**src/design/kmpq_pkg.sv**
```systemverilog
package kmpq_pkg;

  localparam int OP_W       = 2;
  localparam int KEY_FIELD_W = 8;
  localparam int PRIO_FIELD_W = 32;
  localparam int COUNT_FIELD_W = 5;
  localparam int OCC_FIELD_W = 9;
  localparam int RESULT_LIMIT = 16;

  typedef enum logic [OP_W-1:0] {
    OP_UPDATE = 2'd0,
    OP_REMOVE = 2'd1,
    OP_PICK   = 2'd2,
    OP_PEEK   = 2'd3
  } op_e;

  typedef enum logic [5:0] {
    ST_CLEAR    = 6'b000001,
    ST_IDLE     = 6'b000010,
    ST_DISPATCH = 6'b000100,
    ST_SCAN     = 6'b001000,
    ST_FLUSH    = 6'b010000,
    ST_EMIT     = 6'b100000
  } state_e;

  typedef struct packed {
    logic clear_step;
    logic apply_op;
    logic start_scan;
    logic step_scan;
    logic emit_none;
    logic emit_top;
  } cmd_t;

  typedef struct packed {
    op_e  op;
    logic rem_zero;
    logic empty;
    logic scan_last;
    logic pop_last;
    logic out_free;
  } status_t;

endpackage

```
**src/design/kmpq_ctrl.sv**
```systemverilog
module kmpq_ctrl (
  input  logic              clk_i,
  input  logic              rst_ni,
  input  logic              in_valid_i,
  output logic              in_ready_o,
  input  kmpq_pkg::status_t status_i,
  output kmpq_pkg::cmd_t    cmd_o
);

  kmpq_pkg::state_e state_q, state_d;

  assign in_ready_o = (state_q == kmpq_pkg::ST_IDLE);

  always_comb begin
    state_d = state_q;
    cmd_o   = '0;
    case (state_q)
      kmpq_pkg::ST_CLEAR: begin
        cmd_o.clear_step = 1'b1;
        if (status_i.scan_last) begin
          state_d = kmpq_pkg::ST_IDLE;
        end
      end
      kmpq_pkg::ST_IDLE: begin
        if (in_valid_i) begin
          state_d = kmpq_pkg::ST_DISPATCH;
        end
      end
      kmpq_pkg::ST_DISPATCH: begin
        if (status_i.op == kmpq_pkg::OP_UPDATE || status_i.op == kmpq_pkg::OP_REMOVE) begin
          cmd_o.apply_op = 1'b1;
          state_d = kmpq_pkg::ST_IDLE;
        end else if (status_i.empty ||
                     (status_i.op == kmpq_pkg::OP_PICK && status_i.rem_zero)) begin
          if (status_i.out_free) begin
            cmd_o.emit_none = 1'b1;
            state_d = kmpq_pkg::ST_IDLE;
          end
        end else begin
          cmd_o.start_scan = 1'b1;
          state_d = kmpq_pkg::ST_SCAN;
        end
      end
      kmpq_pkg::ST_SCAN: begin
        cmd_o.step_scan = 1'b1;
        if (status_i.scan_last) begin
          state_d = kmpq_pkg::ST_FLUSH;
        end
      end
      kmpq_pkg::ST_FLUSH: begin
        state_d = kmpq_pkg::ST_EMIT;
      end
      kmpq_pkg::ST_EMIT: begin
        if (status_i.out_free) begin
          cmd_o.emit_top = 1'b1;
          if (status_i.op == kmpq_pkg::OP_PEEK || status_i.pop_last) begin
            state_d = kmpq_pkg::ST_IDLE;
          end else begin
            cmd_o.start_scan = 1'b1;
            state_d = kmpq_pkg::ST_SCAN;
          end
        end
      end
      default: begin
        state_d = kmpq_pkg::ST_CLEAR;
      end
    endcase
  end

  always_ff @(posedge clk_i or negedge rst_ni) begin
    if (!rst_ni) begin
      state_q <= kmpq_pkg::ST_CLEAR;
    end else begin
      state_q <= state_d;
    end
  end

endmodule

```
**config.mk**
```make
export PLATFORM = sky130hd
export DESIGN_NAME = kmpq_ctrl
export DESIGN_NICKNAME = d
export VERILOG_FILES = /design/src/design/kmpq_pkg.sv /design/src/design/kmpq_ctrl.sv
export SDC_FILE = /design/constraint.sdc
export NUM_CORES = 1
export LEC_CHECK = 0
export BUFFER_PORTS_ARGS = -buffer_cell sky130_fd_sc_hd__buf_2
export CAP_MARGIN = 20
export CORE_AREA = 2 2 39 41
export DETAILED_ROUTE_END_ITERATION = 6
export DIE_AREA = 0 0 41 43
export PLACE_DENSITY = 0.6
export RECOVER_POWER = 50
export SLEW_MARGIN = 20
export SYNTH_ARGS = -nofsm -noshare
export SYNTH_HDL_FRONTEND = slang
export SYNTH_SLANG_ARGS = --single-unit
```
**constraint.sdc**
```tcl
create_clock -name clk_i -period 1.9 [get_ports clk_i]
set_input_delay 0.285 -clock clk_i [delete_from_list [all_inputs] [get_ports clk_i]]
set_output_delay 0.285 -clock clk_i [all_outputs]
set_load 0.05 [all_outputs]
```
==> results.sh, run 1 <==
export IMPL_clockRootBuffer="clkbuf_4"
export IMPL_rr_startpoint="state_q[4]"
export IMPL_crit_path_start_kind="flop"
export IMPL_area_growth_pct=46.5
export IMPL_tightest_slew_ns=0.345
export IMPL_post_dp_cell_area_um2=612
export IMPL_hold_path_class="input pin to flop"
export IMPL_fin_area_um2=749
export IMPL_drcViolationCount=0
export IMPL_grt_met2_usage=0.244
export IMPL_drt_wl_total_mm=1.31
export IMPL_r2r_slack_ns=0.27
export IMPL_finalSetupViolations=0
export IMPL_crit_type="flop to primary output"
export IMPL_grt_pass1_vias=478
export IMPL_place_worst_setup_slack_ns=0.116
export IMPL_finClkSkew_ns=0.00401
export IMPL_rsz0062_at_grt="yes"
export IMPL_die_y_um=43
export IMPL_ant_nets=0
export IMPL_synth_area_um2=512
export IMPL_largest_register_ffs=6
export IMPL_hold_ws_ns=0.264
export IMPL_cap_violations=0
export IMPL_rows=14
export IMPL_vdd_ir_drop_max_mv=0.630
export IMPL_min_period_ns=1.87
export IMPL_cts_made_buffers=3
export IMPL_p_total_mw=0.781
export IMPL_fin_crit_sh=0.983
export IMPL_cp_max_fo=4
export IMPL_syn_area_per_cell_um2=8.98
export IMPL_yosysTopAreaCellShare=0.244
export IMPL_synth_cell_types=32
export IMPL_tritoncts="yes"
export IMPL_htreeDepth=1
export IMPL_end_kind="primary output"
export IMPL_die_area_um2=1760
export IMPL_startpoint="state_q[4]"
export IMPL_relSlewSlack=0.767
export IMPL_top_regs="state_q: 6 flops"
export IMPL_grt_ovfl_total=0
export IMPL_diodes=0
export IMPL_synth_cells=57
export IMPL_dr_pass1_iters=2
export IMPL_synth_seq_cells=6
export IMPL_fillers=141
export IMPL_dpl_hpwl_um=984
export IMPL_synth_top_area_cell="dfrtp_1"
export IMPL_finalMaxSlewViolations=0
export IMPL_drt_iter0_drc=10
export IMPL_r2r_cells=5
export IMPL_required_ns=1.62
export IMPL_r2r_end="state_q[1]"
export IMPL_clk_pin_slew_ns=0.05
export IMPL_initial_core_util=0.370
export IMPL_layout_nets=94
export IMPL_avgViaCountPerCell=5.39
export IMPL_leakage_nw=0.343
export IMPL_cts_sinks=6
export IMPL_layout_common_cells="10 x buf_2, 9 x buf_4, 5 x clkbuf_4"
export IMPL_grt_max_degree=11
export IMPL_port_buffers=16
export IMPL_ys_warn_count=0
export IMPL_p_per_area_nw_per_um2=1040
export IMPL_largest_register="state_q"
export IMPL_finalHoldViolCount=0
export IMPL_clock_latency_ns=0.24
export IMPL_antenna_found_initial=0
export IMPL_clockBufferDepth=2
export IMPL_netlist_top_cells_area="dfrtp_1 24%, dfstp_2 5.1%, and3b_1 5.1%, buf_6 4.4%, nor2_1 4.4%"
export IMPL_grt_pass1_wl_mm=1.99
export IMPL_grtUsageMet3=0.0471
export IMPL_die_w_um=41
export IMPL_layout_setup_ws_ns=0.0327
export IMPL_layout_commonest_cell="buf_2"
export IMPL_ys_seq_area_frac=0.296
export IMPL_routabilityCongestion=0.783
export IMPL_dr_total_vias=534
export IMPL_fmax_mhz=536
export IMPL_endpoint="cmd_o[3]"
export IMPL_fp_coreArea_um2=1380
export IMPL_top_usage_layer="met2"
export IMPL_ioPinCount=17
export IMPL_grtUsageTotal=0.170
export IMPL_cp_data_arrival_time_ns=1.58
export IMPL_syn_nets=67
export IMPL_wl_per_cell_um=13.2
export IMPL_outcome="finished clean"
export IMPL_grt_met1_usage=0.237
export IMPL_final_util=0.542
export IMPL_drive_above_1_share=0.482
power by group:
part           switching (mW)  internal, mW
registers              0.0553         0.165
clock network          0.0433        0.0794
logic                   0.248         0.190
total                   0.347         0.434
final cells by class:
class                           instances  area [um^2]  area share
Clock buffer                            4         26.3      0.0351
Inverter                                4         15.0      0.0200
Tap cell                               16         20.0      0.0267
Sequential cell                         6          154       0.205
Timing Repair Buffer                   25          173       0.230
Multi-Input combinational cell         44          362       0.482
worst min path at each step:
| stage | end | startpoint | slack [ns] | cells past startpoint |
|---|---|---|---|---|
| after floorplan | state_q[1] | rst_ni | -0.01 | 0 |
| after global placement | state_q[5] | rst_ni | 0.11 | 1 |
| after detailed placement | state_q[5] | rst_ni | 0.11 | 1 |
| after CTS | state_q[1] | in_valid_i | 0.26 | 2 |
| after global routing | state_q[1] | in_valid_i | 0.25 | 2 |
| final | state_q[1] | in_valid_i | 0.26 | 2 |
cell usage after synthesis:
master / instances
a21o_1: 1
a21oi_1: 3
a221o_1: 1
a221oi_1: 1
a22o_1: 1
a41oi_1: 1
and2_1: 1
and3_1: 3
and3b_1: 3
and4b_1: 1
buf_2: 1
buf_6: 2
dfrtp_1: 5
dfstp_2: 1
inv_1: 4
nand2_1: 2
nand3_1: 2
nor2_1: 6
nor2b_1: 2
nor3_1: 1
nor4_4: 1
nor4b_1: 2
o2111ai_2: 1
o21a_1: 1
o21ai_0: 2
o22ai_1: 1
o311a_1: 1
o311ai_1: 1
o31a_1: 1
o32ai_1: 1
o41ai_1: 1
xor2_1: 2
through the flow:
step | setup TNS (ns) | cells
floorplan | 0 | 57
global placement | 0 | 89
detailed placement | 0 | 89
CTS | -0.000654 | 95
global route | -0.0374 | 99
finish | 0 | 99
cell families (layout without fill, tap and decap cells):
logic type,after synthesis,in the layout,synth area share
buf+inv,7,33,0.0831
flops,6,6,0.296
compound gates,18,18,0.279
simple gates,24,24,0.308
xor+xnor,2,2,0.0342
metal layers:
| metal | up-vias | part of all wire |
|---|---|---|
| li1 | 271 | - |
| met1 | 255 | 0.48 |
| met2 | 8 | 0.49 |
| met3 | 0 | 0.022 |
| met4 | 0 | 0 |
| met5 | - | 0 |
worst max-delay path: stages, from the launching register on:
cell	delay, ns
dfrtp_2	0.44
nor4_4	0.37
and3_4	0.26
a22o_4	0.14
buf_8	0.14
repair_timing:
| item | CTS | global route |
|---|---|---|
| hold endpoints to repair | 5 | 0 |
| pin swaps | 1 | 4 |
| hold buffers | 1 | 0 |
| endpoints found under the setup margin | 3 | 5 |
| buffers inserted | 1 | 4 |
| resized for setup | 4 | 15 |
Note: power is estimated with default switching activity, not from simulation.
==> run 2, diff against run 1 <==
--- a/config.mk
+++ b/config.mk
@@ -5,12 +5,12 @@
 export SDC_FILE = /design/constraint.sdc
 export NUM_CORES = 1
 export LEC_CHECK = 0
-export BUFFER_PORTS_ARGS = -buffer_cell sky130_fd_sc_hd__buf_2
 export CAP_MARGIN = 20
 export CORE_AREA = 2 2 39 41
 export DETAILED_ROUTE_END_ITERATION = 6
 export DIE_AREA = 0 0 41 43
-export PLACE_DENSITY = 0.6
+export DONT_BUFFER_PORTS = 1
+export PLACE_DENSITY = 0.49
 export RECOVER_POWER = 50
 export SLEW_MARGIN = 20
 export SYNTH_ARGS = -nofsm -noshare
==> run 2 against run 1 <==
Effect of this change:
- largest power group unchanged
- combinational power rose by 5.0%
- worst setup slack lost 0.0036 ns
- critical endpoint is now cmd_o[1]
- power is 3.7% higher
- sequential share of layout area up 1.2 points
- core utilization decreased by 3.0 points
- critical path depth stayed put
- clock skew rose by 0.0061 ns
- maximum frequency fell by 0.20%
- routed wire length rose by 2.8%
==> results.sh, run 2 (synthesis results as in run 1) <==
export IMPL_die_area_um2=1760
export IMPL_avgViaCountPerCell=5.80
export IMPL_area_growth_pct=38.4
export IMPL_rr_startpoint="state_q[0]"
export IMPL_largest_register_ffs=6
export IMPL_cp_slowest_cell="dfrtp_2"
export IMPL_p_total_mw=0.810
export IMPL_grt_ovfl_total=0
export IMPL_cp_max_fo=5
export IMPL_cap_violations=0
export IMPL_clockRootBuffer="clkbuf_4"
export IMPL_r2r_cells=4
export IMPL_finalHoldViolCount=0
export IMPL_finalMaxSlewViolations=0
export IMPL_htreeDepth=1
export IMPL_required_ns=1.62
export IMPL_layout_nets=85
export IMPL_finClkSkew_ns=0.0101
export IMPL_top_regs="state_q: 6 flops"
export IMPL_drcViolationCount=0
export IMPL_critPathTopFamily="simple AND/OR/NAND/NOR gates"
export IMPL_finalSetupViolations=0
export IMPL_multi_input_area_um2=350
export IMPL_startpoint="state_q[1]"
export IMPL_endpoint="cmd_o[1]"
export IMPL_r2r_slack_ns=0.22
export IMPL_outcome="finished clean"
export IMPL_fin_crit_sh=0.985
export IMPL_crit_path_start_kind="flop"
export IMPL_drt_wl_total_mm=1.34
export IMPL_tritoncts="yes"
export IMPL_fin_area_um2=708
export IMPL_clockBufferDepth=2
export IMPL_r2r_end="state_q[3]"
export IMPL_leakage_nw=0.313
export IMPL_vdd_ir_drop_max_mv=0.738
export IMPL_relSlewSlack=0.762
export IMPL_hold_ws_ns=0.138
export IMPL_wl_per_cell_um=14.9
export IMPL_layout_common_cells="12 x buf_4, 4 x nor2_1, 4 x inv_1"
export IMPL_post_dp_cell_area_um2=574
export IMPL_initial_core_util=0.370
export IMPL_cts_sinks=6
export IMPL_hold_path_class="input pin to flop"
export IMPL_crit_type="flop to primary output"
export IMPL_dpl_hpwl_um=972
export IMPL_grtUsageTotal=0.184
export IMPL_min_period_ns=1.87
export IMPL_clk_pin_slew_ns=0.05
export IMPL_dr_pass1_iters=4
export IMPL_finalSetupTns_ns=0
export IMPL_crit_buf_inv=1
export IMPL_seqCellArea_um2=154
export IMPL_drt_iter0_drc=13
export IMPL_fp_coreArea_um2=1380
export IMPL_grt_pass1_vias=481
export IMPL_clock_latency_ns=0.25
export IMPL_layout_commonest_cell="buf_4"
export IMPL_cp_data_arrival_time_ns=1.59
export IMPL_cts_made_buffers=3
export IMPL_grt_pass1_wl_mm=2.15
export IMPL_end_kind="primary output"
export IMPL_rows=14
export IMPL_drive_above_1_share=0.405
export IMPL_largest_register="state_q"
export IMPL_p_per_area_nw_per_um2=1140
export IMPL_tightest_slew_ns=0.354
export IMPL_die_y_um=43
export IMPL_rsz0062_at_grt="yes"
export IMPL_fillers=142
export IMPL_slowest_delay_ns=0.44
export IMPL_fmax_mhz=534
export IMPL_dr_total_vias=522
export IMPL_grt_max_degree=11
export IMPL_die_w_um=41
export IMPL_diodes=0
export IMPL_ant_nets=0
export IMPL_crit_chain="nor4_4 -> o2111ai_2 -> nor2_2 -> buf_12"
export IMPL_antenna_found_initial=0
export IMPL_routabilityCongestion=0.737
export IMPL_port_buffers=0
export IMPL_ioPinCount=17
export IMPL_cp_depth=4
[run 2: cell count changes in the layout (fill, tap and decap cells not counted)]
cell and delta:
and3_1 +1, and3_2 -1, and3b_1 +1, and3b_2 -1, buf_12 +1, buf_2 -10
buf_4 +3, buf_6 +1, buf_8 -1, clkbuf_1 -1, clkbuf_4 -2, nor4b_2 +1
nor4b_4 -1
[run 2: what timing repair did]
item                                    in CTS  in global routing
pin swaps                                    2                  4
resized for setup                            1                  9
hold buffers                                 1                  0
setup buffers                                1                  7
hold endpoints to repair                     6                  0
endpoints found under the setup margin       2                  8
gates cloned                                 0                  0
[run 2: per-layer routing]
layer  part of all wire  track usage  up-vias
met5                  0            0        -
met4             0.0067       0.0400        0
met3              0.081       0.0995        2
met2               0.50        0.275       20
met1               0.41        0.228      247
li1                   -            -      253
[run 2: area by class of cell]
type | instances | area share
flip-flops and latches | 6 | 0.217
inverters | 4 | 0.0212
repair buffers | 16 | 0.201
multi-input cells | 44 | 0.495
clock buffers | 4 | 0.0371
well taps | 16 | 0.0283
[run 2: power by group]
group          switching, mW  total, mW  internal (mW)
logic                  0.238      0.460          0.222
clock network         0.0493      0.129         0.0797
registers             0.0561      0.221          0.165
[run 2: worst min path at each step]
stage                from         end  slack (ns)  cells after the start
6_report       in_valid_i  state_q[1]        0.14                      1
5_1_grt        in_valid_i  state_q[1]        0.13                      1
4_1_cts        in_valid_i  state_q[1]        0.12                      1
3_5_place_dp       rst_ni  state_q[4]       -0.01                      0
3_3_place_gp       rst_ni  state_q[5]       -0.01                      0
2_1_floorplan      rst_ni  state_q[1]       -0.01                      0
[run 2: stage by stage]
| step | utilization | setup WS (ns) | cells |
|---|---|---|---|
| CTS | 0.452 | 0.00918 | 83 |
| global route | 0.512 | -0.0311 | 90 |
| finish | 0.512 | 0.0291 | 90 |
| detailed placement | 0.415 | 0.138 | 77 |
| floorplan | - | 0.0613 | 57 |
| global placement | 0.415 | 0.150 | 77 |
